## src/sv/sensor_frame_receiver_smoother_macros.svh

```systemverilog
// Assertion macros used by the frame receiver top level.
`ifndef SENSOR_FRAME_RECEIVER_SMOOTHER_MACROS_SVH
`define SENSOR_FRAME_RECEIVER_SMOOTHER_MACROS_SVH

// Assert that an antecedent implies a consequent in the same cycle.
`define SFRS_ASSERT_IMP(label, clk, rst_n, ante, cons, msg) \
    label: assert property (@(posedge clk) disable iff (!rst_n) (ante) |-> (cons)) \
        else $error(msg);

// Assert that an antecedent implies a consequent in the next cycle.
`define SFRS_ASSERT_NEXT(label, clk, rst_n, ante, cons, msg) \
    label: assert property (@(posedge clk) disable iff (!rst_n) (ante) |=> (cons)) \
        else $error(msg);

`endif

```

## src/sv/sfrs_pkg.sv

```systemverilog
// Package with the types and constants of the sensor frame receiver.
package sfrs_pkg;

    localparam logic [7:0] START_BYTE  = 8'h7E;
    localparam logic [7:0] LEN_HI_BYTE = 8'h00;
    localparam logic [7:0] LEN_LO_BYTE = 8'h14;
    localparam logic [7:0] CSUM_BASE   = 8'hFF;
    localparam int unsigned PAYLOAD_LEN = 20;

    localparam logic [2:0] ST_OK      = 3'd0;
    localparam logic [2:0] ST_HEADER  = 3'd1;
    localparam logic [2:0] ST_CSUM    = 3'd2;
    localparam logic [2:0] ST_RANGE   = 3'd3;
    localparam logic [2:0] ST_UNKNOWN = 3'd4;

    localparam logic [2:0] REG_ID_FIRST  = 3'd0;
    localparam logic [2:0] REG_ID_SECOND = 3'd1;
    localparam logic [2:0] REG_BOUND     = 3'd2;
    localparam logic [2:0] REG_ACCEL_A   = 3'd3;
    localparam logic [2:0] REG_EMG_A     = 3'd4;

    typedef enum logic [1:0] {
        PH_HUNT,
        PH_LEN_HI,
        PH_LEN_LO,
        PH_PAYLOAD
    } phase_t;

    typedef struct packed {
        logic [2:0]  status;
        logic        device_slot;
        logic [23:0] accel_x_smoothed;
        logic [23:0] accel_y_smoothed;
        logic [23:0] accel_z_smoothed;
        logic [15:0] emg_first;
        logic [15:0] emg_second;
        logic        round_done;
    } result_t;

    // A finished, checked frame handed from the parser to the filter.
    typedef struct packed {
        logic        good;
        logic        slot;
        logic [15:0] x;
        logic [15:0] y;
        logic [15:0] z;
        logic [15:0] e1;
        logic [15:0] e2;
    } frame_t;

endpackage

```

## src/sv/sfrs_if.sv

```systemverilog
// Valid/ready channel interfaces for input bytes and result words.
interface sfrs_byte_if;
    logic       valid;
    logic       ready;
    logic [7:0] rx_byte;
    modport source (output valid, output rx_byte, input ready);
    modport sink (input valid, input rx_byte, output ready);
endinterface

interface sfrs_result_if;
    logic       valid;
    logic       ready;
    logic [2:0]  status;
    logic        device_slot;
    logic [23:0] accel_x_smoothed;
    logic [23:0] accel_y_smoothed;
    logic [23:0] accel_z_smoothed;
    logic [15:0] emg_first;
    logic [15:0] emg_second;
    logic        round_done;
    modport source (output valid, output status, output device_slot,
        output accel_x_smoothed, output accel_y_smoothed, output accel_z_smoothed,
        output emg_first, output emg_second, output round_done, input ready);
    modport sink (input valid, input status, input device_slot,
        input accel_x_smoothed, input accel_y_smoothed, input accel_z_smoothed,
        input emg_first, input emg_second, input round_done, output ready);
endinterface

```

## src/sv/sfrs_ema.sv

```systemverilog
// One exponential average step: (a*s + (256-a)*p + 128) >> 8, two products.
module sfrs_ema #(
    parameter int W = 24
) (
    input  logic [W-1:0] prev,
    input  logic [W-1:0] sample,
    input  logic [8:0]   alpha,
    output logic [W-1:0] result
);
    logic [W+9:0] acc;
    logic [8:0]   beta;

    // Complementary weight and rounded sum.
    always_comb
    begin
        beta   = 9'd256 - alpha;
        acc    = (W+10)'(alpha) * (W+10)'(sample) + (W+10)'(beta) * (W+10)'(prev)
                 + (W+10)'(128);
        result = acc[W+7:8];
    end
endmodule

```

## src/sv/sensor_frame_receiver_smoother.sv

```systemverilog
// Top level: frame parser, checker and per-slot smoothing filters.
// Takes one byte per cycle with no backpressure while the result register can
// drain. After the edge that accepts its trailer byte, a frame's result word
// moves through the registers in order: the frame checks land in stage one,
// the filter memory is read into stage two, and the arithmetic lands in the
// result register, where the write-back also happens. A stalled result
// register holds the whole pipeline and the input. Accel state is kept in a
// one-port-read memory by slot, EMG state in a slot 0 register; a frame for
// the same slot is at least 24 bytes later, so no two updates overlap.
module sensor_frame_receiver_smoother #(
    parameter int DEVICES = 2
) (
    input  logic        clk,
    input  logic        rst_n,
    sfrs_byte_if.sink   byte_ch,
    sfrs_result_if.source result_ch,
    input  logic        cfg_we,
    input  logic [2:0]  cfg_index,
    input  logic [15:0] cfg_data
);
    import sfrs_pkg::*;
    `include "sensor_frame_receiver_smoother_macros.svh"

    localparam int SW = (DEVICES > 1) ? $clog2(DEVICES) : 1;

    // Configuration registers.
    logic [15:0] id0_reg, id1_reg, bound_reg;
    logic [8:0]  aa_reg, ea_reg;

    always_ff @(posedge clk or negedge rst_n)
    begin
        if (!rst_n)
        begin
            id0_reg   <= '0;
            id1_reg   <= '0;
            bound_reg <= 16'd1023;
            aa_reg    <= 9'd32;
            ea_reg    <= 9'd32;
        end
        else if (cfg_we)
        begin
            case (cfg_index)
                REG_ID_FIRST:  id0_reg   <= cfg_data;
                REG_ID_SECOND: id1_reg   <= cfg_data;
                REG_BOUND:     bound_reg <= cfg_data;
                REG_ACCEL_A:   aa_reg    <= cfg_data[8:0];
                REG_EMG_A:     ea_reg    <= cfg_data[8:0];
                default:       ;
            endcase
        end
    end

    // Output register and pipeline stall.
    logic    out_valid_reg;
    result_t out_reg;
    logic    adv;
    assign adv           = !out_valid_reg || result_ch.ready;
    assign byte_ch.ready = adv;
    logic take;
    assign take = byte_ch.valid && adv;

    // Parser state.
    phase_t      ph_reg, ph_next;
    logic [4:0]  cnt_reg;
    logic [7:0]  sum_reg;
    logic [7:0]  pay_reg [PAYLOAD_LEN];

    logic        trail;
    assign trail = take && ph_reg == PH_PAYLOAD && cnt_reg == 5'(PAYLOAD_LEN);

    // Next phase.
    always_comb
    begin
        ph_next = ph_reg;
        if (take)
        begin
            case (ph_reg)
                PH_HUNT:    if (byte_ch.rx_byte == START_BYTE) ph_next = PH_LEN_HI;
                PH_LEN_HI:  ph_next = (byte_ch.rx_byte == LEN_HI_BYTE) ? PH_LEN_LO : PH_HUNT;
                PH_LEN_LO:  ph_next = (byte_ch.rx_byte == LEN_LO_BYTE) ? PH_PAYLOAD : PH_HUNT;
                PH_PAYLOAD: if (cnt_reg == 5'(PAYLOAD_LEN)) ph_next = PH_HUNT;
                default:    ph_next = PH_HUNT;
            endcase
        end
    end

    always_ff @(posedge clk or negedge rst_n)
    begin
        if (!rst_n)
        begin
            ph_reg  <= PH_HUNT;
            cnt_reg <= '0;
            sum_reg <= '0;
        end
        else
        begin
            ph_reg <= ph_next;
            if (take)
            begin
                if (ph_reg == PH_LEN_LO)
                begin
                    cnt_reg <= '0;
                    sum_reg <= '0;
                end
                else if (ph_reg == PH_PAYLOAD && cnt_reg != 5'(PAYLOAD_LEN))
                begin
                    cnt_reg <= cnt_reg + 5'd1;
                    sum_reg <= sum_reg + byte_ch.rx_byte;
                end
            end
        end
    end

    // Payload bytes are kept in place, each at its byte position.
    always_ff @(posedge clk)
    begin
        if (take && ph_reg == PH_PAYLOAD && cnt_reg != 5'(PAYLOAD_LEN))
            pay_reg[cnt_reg] <= byte_ch.rx_byte;
    end

    // Big-endian words at their fixed payload positions.
    logic [15:0] src, x_w, y_w, z_w, e1_w, e2_w;
    assign src  = {pay_reg[1], pay_reg[2]};
    assign z_w  = {pay_reg[10], pay_reg[11]};
    assign y_w  = {pay_reg[12], pay_reg[13]};
    assign x_w  = {pay_reg[14], pay_reg[15]};
    assign e1_w = {pay_reg[16], pay_reg[17]};
    assign e2_w = {pay_reg[18], pay_reg[19]};

    // Stage 1: frame checks on the trailer byte and on the length bytes.
    logic        s1_valid_reg;
    logic [2:0]  s1_status_reg, s1_status_next;
    frame_t      s1_reg, s1_next;
    logic        hit0, hit1, hit, slot;
    logic        over;
    logic        csum_ok;
    logic        hdr_err;

    assign hdr_err = take && ((ph_reg == PH_LEN_HI && byte_ch.rx_byte != LEN_HI_BYTE)
                   || (ph_reg == PH_LEN_LO && byte_ch.rx_byte != LEN_LO_BYTE));

    always_comb
    begin
        hit0    = id0_reg == src;
        hit1    = (DEVICES > 1) && (id1_reg == src);
        hit     = hit0 || hit1;
        slot    = !hit0 && hit1;
        over    = z_w > bound_reg || y_w > bound_reg || x_w > bound_reg
               || e1_w > bound_reg || e2_w > bound_reg;
        csum_ok = byte_ch.rx_byte == (CSUM_BASE - sum_reg);
    end

    // Checked frame and its status, header first, then checksum, then source, then range.
    always_comb
    begin
        s1_next.x    = x_w;
        s1_next.y    = y_w;
        s1_next.z    = z_w;
        s1_next.e1   = e1_w;
        s1_next.e2   = e2_w;
        s1_next.slot = 1'b0;
        s1_next.good = 1'b0;
        if (hdr_err)
            s1_status_next = ST_HEADER;
        else if (!csum_ok)
            s1_status_next = ST_CSUM;
        else if (!hit)
            s1_status_next = ST_UNKNOWN;
        else
        begin
            s1_next.slot   = slot;
            s1_status_next = over ? ST_RANGE : ST_OK;
            s1_next.good   = !over;
        end
    end

    always_ff @(posedge clk or negedge rst_n)
    begin
        if (!rst_n)
            s1_valid_reg <= 1'b0;
        else if (adv)
            s1_valid_reg <= trail || hdr_err;
    end

    always_ff @(posedge clk)
    begin
        if (adv)
        begin
            s1_reg        <= s1_next;
            s1_status_reg <= s1_status_next;
        end
    end

    // Filter memory: one row per slot, read registered.
    logic [71:0] amem [DEVICES];
    logic [31:0] emem_reg;
    logic [71:0] arow_reg;
    logic [SW-1:0] raddr;
    assign raddr = SW'(s1_reg.slot);
    logic [DEVICES-1:0] valid_reg;

    logic    s2_valid_reg;
    logic [2:0] s2_status_reg;
    frame_t  s2_reg;
    logic    s2_fresh_reg;

    always_ff @(posedge clk)
    begin
        if (adv)
            arow_reg <= amem[raddr];
    end

    always_ff @(posedge clk or negedge rst_n)
    begin
        if (!rst_n)
        begin
            s2_valid_reg <= 1'b0;
            s2_fresh_reg <= 1'b0;
        end
        else if (adv)
        begin
            s2_valid_reg <= s1_valid_reg;
            s2_fresh_reg <= !valid_reg[raddr];
        end
    end

    always_ff @(posedge clk)
    begin
        if (adv)
        begin
            s2_reg        <= s1_reg;
            s2_status_reg <= s1_status_reg;
        end
    end

    // Stage 3: arithmetic and write-back.
    logic [71:0] prev_row;
    logic [23:0] nx, ny, nz;
    logic [15:0] n1, n2;
    logic [8:0]  aa, ea;
    assign prev_row = s2_fresh_reg ? 72'd0 : arow_reg;
    assign aa = (aa_reg > 9'd256) ? 9'd256 : aa_reg;
    assign ea = (ea_reg > 9'd256) ? 9'd256 : ea_reg;

    sfrs_ema #(.W(24)) u_x (.prev(prev_row[71:48]), .sample({s2_reg.x, 8'd0}),
        .alpha(aa), .result(nx));
    sfrs_ema #(.W(24)) u_y (.prev(prev_row[47:24]), .sample({s2_reg.y, 8'd0}),
        .alpha(aa), .result(ny));
    sfrs_ema #(.W(24)) u_z (.prev(prev_row[23:0]), .sample({s2_reg.z, 8'd0}),
        .alpha(aa), .result(nz));
    sfrs_ema #(.W(16)) u_e1 (.prev(emem_reg[31:16]), .sample(s2_reg.e1),
        .alpha(ea), .result(n1));
    sfrs_ema #(.W(16)) u_e2 (.prev(emem_reg[15:0]), .sample(s2_reg.e2),
        .alpha(ea), .result(n2));

    logic upd;
    logic [SW-1:0] waddr;
    assign upd   = adv && s2_valid_reg && s2_reg.good;
    assign waddr = SW'(s2_reg.slot);

    always_ff @(posedge clk)
    begin
        if (upd)
            amem[waddr] <= {nx, ny, nz};
    end

    logic [DEVICES-1:0] seen_reg, seen_next;
    logic               all;

    always_comb
    begin
        seen_next        = seen_reg;
        seen_next[waddr] = 1'b1;
        all              = &seen_next;
    end

    always_ff @(posedge clk or negedge rst_n)
    begin
        if (!rst_n)
        begin
            valid_reg <= '0;
            seen_reg  <= '0;
            emem_reg  <= '0;
        end
        else if (upd)
        begin
            valid_reg[waddr] <= 1'b1;
            seen_reg <= all ? '0 : seen_next;
            if (!s2_reg.slot)
                emem_reg <= {n1, n2};
        end
    end

    // Next result word.
    result_t out_next;

    always_comb
    begin
        out_next        = '0;
        out_next.status = s2_status_reg;
        if (s2_status_reg == ST_RANGE)
            out_next.device_slot = s2_reg.slot;
        if (s2_valid_reg && s2_reg.good)
        begin
            out_next.device_slot      = s2_reg.slot;
            out_next.accel_x_smoothed = nx;
            out_next.accel_y_smoothed = ny;
            out_next.accel_z_smoothed = nz;
            out_next.emg_first        = s2_reg.slot ? s2_reg.e1 : n1;
            out_next.emg_second       = s2_reg.slot ? s2_reg.e2 : n2;
            out_next.round_done       = all;
        end
    end

    // Output register.
    always_ff @(posedge clk or negedge rst_n)
    begin
        if (!rst_n)
            out_valid_reg <= 1'b0;
        else if (adv)
            out_valid_reg <= s2_valid_reg;
    end

    always_ff @(posedge clk)
    begin
        if (adv)
            out_reg <= out_next;
    end

    assign result_ch.valid            = out_valid_reg;
    assign result_ch.status           = out_reg.status;
    assign result_ch.device_slot      = out_reg.device_slot;
    assign result_ch.accel_x_smoothed = out_reg.accel_x_smoothed;
    assign result_ch.accel_y_smoothed = out_reg.accel_y_smoothed;
    assign result_ch.accel_z_smoothed = out_reg.accel_z_smoothed;
    assign result_ch.emg_first        = out_reg.emg_first;
    assign result_ch.emg_second       = out_reg.emg_second;
    assign result_ch.round_done       = out_reg.round_done;

    `SFRS_ASSERT_IMP(a_hold_stall, clk, rst_n, out_valid_reg && !result_ch.ready, !byte_ch.ready,
        "input taken while output stalled")
    `SFRS_ASSERT_NEXT(a_trail_hunt, clk, rst_n, trail, ph_reg == PH_HUNT,
        "parser did not return to hunting after trailer")
    `SFRS_ASSERT_NEXT(a_good_ok, clk, rst_n, upd, out_valid_reg && out_reg.status == ST_OK,
        "filter update without ok result")
endmodule

```

## src/flat_wrapper.sv

```systemverilog
// flat-port wrapper written by rule: the top's interface ports become plain ports
module sensor_frame_receiver_smoother_flat import sfrs_pkg::*;
#(
    parameter int DEVICES = 2
)
  (clk, rst_n, cfg_we, cfg_index, cfg_data, byte_ch_valid, byte_ch_rx_byte, byte_ch_ready, result_ch_valid, result_ch_status, result_ch_device_slot, result_ch_accel_x_smoothed, result_ch_accel_y_smoothed, result_ch_accel_z_smoothed, result_ch_emg_first, result_ch_emg_second, result_ch_round_done, result_ch_ready);
  sfrs_byte_if byte_ch_i ();
  sfrs_result_if result_ch_i ();
  input  logic clk;
  input  logic rst_n;
  input  logic cfg_we;
  input  logic [2:0] cfg_index;
  input  logic [15:0] cfg_data;
  input wire logic [$bits(byte_ch_i.valid)-1:0] byte_ch_valid;
  input wire logic [$bits(byte_ch_i.rx_byte)-1:0] byte_ch_rx_byte;
  output wire logic [$bits(byte_ch_i.ready)-1:0] byte_ch_ready;
  output wire logic [$bits(result_ch_i.valid)-1:0] result_ch_valid;
  output wire logic [$bits(result_ch_i.status)-1:0] result_ch_status;
  output wire logic [$bits(result_ch_i.device_slot)-1:0] result_ch_device_slot;
  output wire logic [$bits(result_ch_i.accel_x_smoothed)-1:0] result_ch_accel_x_smoothed;
  output wire logic [$bits(result_ch_i.accel_y_smoothed)-1:0] result_ch_accel_y_smoothed;
  output wire logic [$bits(result_ch_i.accel_z_smoothed)-1:0] result_ch_accel_z_smoothed;
  output wire logic [$bits(result_ch_i.emg_first)-1:0] result_ch_emg_first;
  output wire logic [$bits(result_ch_i.emg_second)-1:0] result_ch_emg_second;
  output wire logic [$bits(result_ch_i.round_done)-1:0] result_ch_round_done;
  input wire logic [$bits(result_ch_i.ready)-1:0] result_ch_ready;
  assign byte_ch_i.valid = byte_ch_valid;
  assign byte_ch_i.rx_byte = byte_ch_rx_byte;
  assign byte_ch_ready = byte_ch_i.ready;
  assign result_ch_valid = result_ch_i.valid;
  assign result_ch_status = result_ch_i.status;
  assign result_ch_device_slot = result_ch_i.device_slot;
  assign result_ch_accel_x_smoothed = result_ch_i.accel_x_smoothed;
  assign result_ch_accel_y_smoothed = result_ch_i.accel_y_smoothed;
  assign result_ch_accel_z_smoothed = result_ch_i.accel_z_smoothed;
  assign result_ch_emg_first = result_ch_i.emg_first;
  assign result_ch_emg_second = result_ch_i.emg_second;
  assign result_ch_round_done = result_ch_i.round_done;
  assign result_ch_i.ready = result_ch_ready;
  sensor_frame_receiver_smoother #(.DEVICES(DEVICES)) u_core (.clk(clk), .rst_n(rst_n), .byte_ch(byte_ch_i), .result_ch(result_ch_i), .cfg_we(cfg_we), .cfg_index(cfg_index), .cfg_data(cfg_data));
endmodule
```

## config.mk

```make
export PLATFORM = sky130hd
export DESIGN_NAME = sensor_frame_receiver_smoother_flat
export DESIGN_NICKNAME = d
export VERILOG_FILES = /design/src/sv/sfrs_pkg.sv /design/src/sv/sfrs_if.sv /design/src/sv/sfrs_ema.sv /design/src/sv/sensor_frame_receiver_smoother.sv /design/src/flat_wrapper.sv
export VERILOG_INCLUDE_DIRS = /design/src /design/src/sv
export SDC_FILE = /design/constraint.sdc
export NUM_CORES = 2
export LEC_CHECK = 0
export BUFFER_PORTS_ARGS = -buffer_cell sky130_fd_sc_hd__buf_2
export CAP_MARGIN = 40
export CORE_MARGIN = 1
export CORE_UTILIZATION = 55
export CTS_CLUSTER_SIZE = 16
export DETAILED_ROUTE_END_ITERATION = 12
export PLACE_DENSITY_LB_ADDON = 0.15
export RECOVER_POWER = 25
export SYNTH_ARGS = -nofsm -noshare
export SYNTH_HDL_FRONTEND = slang
export SYNTH_SLANG_ARGS = --single-unit
export TNS_END_PERCENT = 100
```

## constraint.sdc

```tcl
create_clock -name clk -period 18.61 [get_ports clk]
set_clock_uncertainty 0.2 [all_clocks]
set_input_delay 3.722 -clock clk [delete_from_list [all_inputs] [get_ports clk]]
set_output_delay 3.722 -clock clk [all_outputs]
set_load 0.01 [all_outputs]
```

==> metrics.cfg <==
[cts]
cts_tree = done
clock_sinks = 712
clkTransAtPathRegs_ns = 0.07
clk_latency_ns = 0.71
numCtsBuffers = 87
clockBufferDepth = 3
h-tree-depth = 3
cts_root_buffer = clkbuf_16
post_cts_resized = 0
cts_setup_buffers = 0
holdBufCountCts = 0

[sta]
hold_viol = 0
worstMarginPinSlew_ns = 4.02
slew_viol_final = 150
final.period_utilization_pct = 51.7
setup_violations = 0
fin_hold_ws_ns = 0.206
rsz0062_at_grt = false
slew_headroom_pct = -168
min_period_ns = 9.62
fmax_mhz = 104
finalSetupTns_ns = 0

[critical_path]
crit_fanout = 49
worst_path_largest_cell_delay_ns = 0.78
r2r_slack_ns = 8.99
critical_path_arrival_ns = 9.96
critPathLaunchType = flop
crit_required_ns = 18.94
cp-end-kind = flop
worstSetupPathType = reg2reg
crit_slowest_cell = or4_1
path_common_cell = fa_1

[finish]
nNetsFinal = 9501
layout_commonest_cell = inv_1
largest_register_ffs = 144
antenna_cells = 0
drive_gt1_share_pct = 7.34
layout_common_cells = 1587 x inv_1, 1294 x fa_1, 1163 x nand2_1, 591 x edfxtp_1, 528 x ha_1
syn_to_final_growth_pct = 7.38

[power_and_ir_drop]
p_leak_nw = 40.0
vdd_drop_max_v = 0.000134
powerDensity_nw_per_um2 = 124

[floorplan]
dieArea_um2 = 144000
chipWidth_um = 379
core_area_um2 = 140000
top_level_ports = 143
die_h_um = 379
initial_core_util_pct = 55.7
rows = 137

[global_routing]
grt_pass1_wl_mm = 303
grt-ovfl-total = 0
globalRouteMet3Util_pct = 3.50
top_usage_layer = met2
grt_util_met1_pct = 39.0
antenna_found_initial = 5
first_global_vias = 54400
grt_max_degree = 157
grt_use_total_pct = 27.5
gr-usage-met2_pct = 44.4

[placement]
gp_congestion = 0.884
hpwl_mm = 143
io_buffers = 142

[synth]
synthMuxAreaShare_pct = 2.06
synth_top_family_by_area = adder cells
ys_types = 79
postSynthCellCount = 7663
synth.net_count = 9518
ys_async_sr_fraction_pct = 17.0
synth_edf_count = 591
synthAdderAreaFrac_pct = 41.6
ys_seq_area_share_pct = 26.6
synth.avg_cell_area_um2 = 10.2
synth_compound_area_share_pct = 3.48
synth_area_um2 = 78200
ys_warn_count = 0
ys.flop_type = edfxtp_1
synth_xor_area_share_pct = 2.73
ys_seq_elements = 712
synth_simple_gate_area_share_pct = 14.3

[detailed_routing]
ant_nets = 0
wire_per_inst_um = 19.7
finalWirelength_mm = 189
vias = 51800
firstDrtPassIters = 6
drt-vias-per-instance = 5.40
route.detailed.drc = 0
drt_iter0_markers = 3263

[outcome]
violations = capacitance limit, slew limit
status = complete, but fails checks

[min_path]
hold_path.class = reg2reg

[flow_run]
maxCapViolations = 3

[layout make-up]
class,count,area [um2]
Timing Repair Buffer,221,1410
Clock inverter,66,773
Multi-Input combinational cell,5036,50400
Clock buffer,97,2270
Inverter,1588,5960
Fill cell,11900,56300
Tap cell,1876,2350
Sequential cell,712,20800
[logic make-up after synthesis]
family | after synthesis
muxes | 145
xor gates and xnor gates | 244
AOI/OAI and AO/OA | 411
DFF | 712
adders and majority gates | 1823
and+or+nand+nor | 2413
buffers and inverters | 1915
[routing by layer]
layer	part of all wire, %	vias up
li1	-	23300
met1	45	26700
met2	47	1479
met3	5.7	279
met4	2.6	0
met5	0	-
[cells in the mapped netlist (6+ instances only)]
| master | instances | area share (%) |
|---|---|---|
| a21o_1 | 56 | 0.54 |
| a31oi_1 | 14 | 0.11 |
| nor2_1 | 387 | 1.9 |
| o21bai_1 | 15 | 0.14 |
| clkbuf_1 | 262 | 1.3 |
| or3_1 | 14 | 0.11 |
| nand2b_1 | 96 | 0.77 |
| mux2_2 | 127 | 1.8 |
| and3_1 | 24 | 0.19 |
| nor4_1 | 14 | 0.11 |
| dfrtp_1 | 109 | 3.5 |
| o31ai_1 | 6 | 0.058 |
| nand2_1 | 1164 | 5.6 |
| o21ai_0 | 97 | 0.62 |
| xor2_1 | 83 | 0.93 |
| nor2b_1 | 122 | 0.98 |
| o21a_1 | 31 | 0.30 |
| a211oi_1 | 12 | 0.12 |
| and2_1 | 453 | 3.6 |
| nand3_1 | 35 | 0.22 |
| fa_1 | 1294 | 33 |
| or2_2 | 8 | 0.064 |
| a21oi_1 | 122 | 0.78 |
| nor3_1 | 38 | 0.24 |
| nand4_1 | 37 | 0.30 |
| ha_1 | 529 | 8.5 |
| inv_1 | 1588 | 7.6 |
| dfstp_2 | 12 | 0.40 |
| xnor2_1 | 161 | 1.8 |
| buf_1 | 60 | 0.29 |
| or4_1 | 6 | 0.058 |
| edfxtp_1 | 591 | 23 |
| mux2i_1 | 18 | 0.23 |
[critical path: cells and delay by family, from the launching register on]
family | cells | cell delay [ns]
AOI/OAI and AO/OA | 11 | 3.34
adders and majority gates | 6 | 2.70
buffers and inverters | 5 | 1.49
DFF | 1 | 0.39
muxes | 1 | 0.26
and+or+nand+nor | 3 | 1.00
[metrics by stage]
| step | setup WS (ns) | total power [W] | utilization (%) | cell area, um2 | instances |
|---|---|---|---|---|---|
| floorplan | 1.10 | 0.00673 | - | 78200 | 7663 |
| global placement | 9.27 | 0.00845 | 57.6 | 80700 | 9420 |
| detailed placement | 9.01 | 0.00861 | 57.7 | 80900 | 9433 |
| CTS | 9.03 | 0.0105 | 59.9 | 84000 | 9596 |
| global route | 8.48 | 0.0113 | 59.9 | 83900 | 9596 |
| finish | 8.99 | 0.0104 | 59.9 | 83900 | 9596 |
[path summary, 6_finish.rpt]
kind	startpoint	end	depth (start not counted)
max	u_core.aa_reg[8]	u_core.result_ch.accel_z_smoothed[22]	26
min in group asynchronous	rst_n	u_core.sum_reg[7]	1
min	u_core.s1_reg[77]	u_core.s2_reg[77]	0
max reg2reg	u_core.aa_reg[8]	u_core.result_ch.accel_z_smoothed[22]	26
max in group asynchronous	rst_n	u_core.aa_reg[8]	1
min reg2reg	u_core.s1_reg[77]	u_core.s2_reg[77]	0
[power by group]
| part | switching (W) | internal [W] | leakage, nW |
|---|---|---|---|
| Combinational | 0.00421 | 0.00241 | 31.0 |
| Sequential | 0.0000296 | 0.00197 | 7.60 |
| Clock | 0.000735 | 0.00107 | 1.47 |
Power figures use the tool's default switching activity.
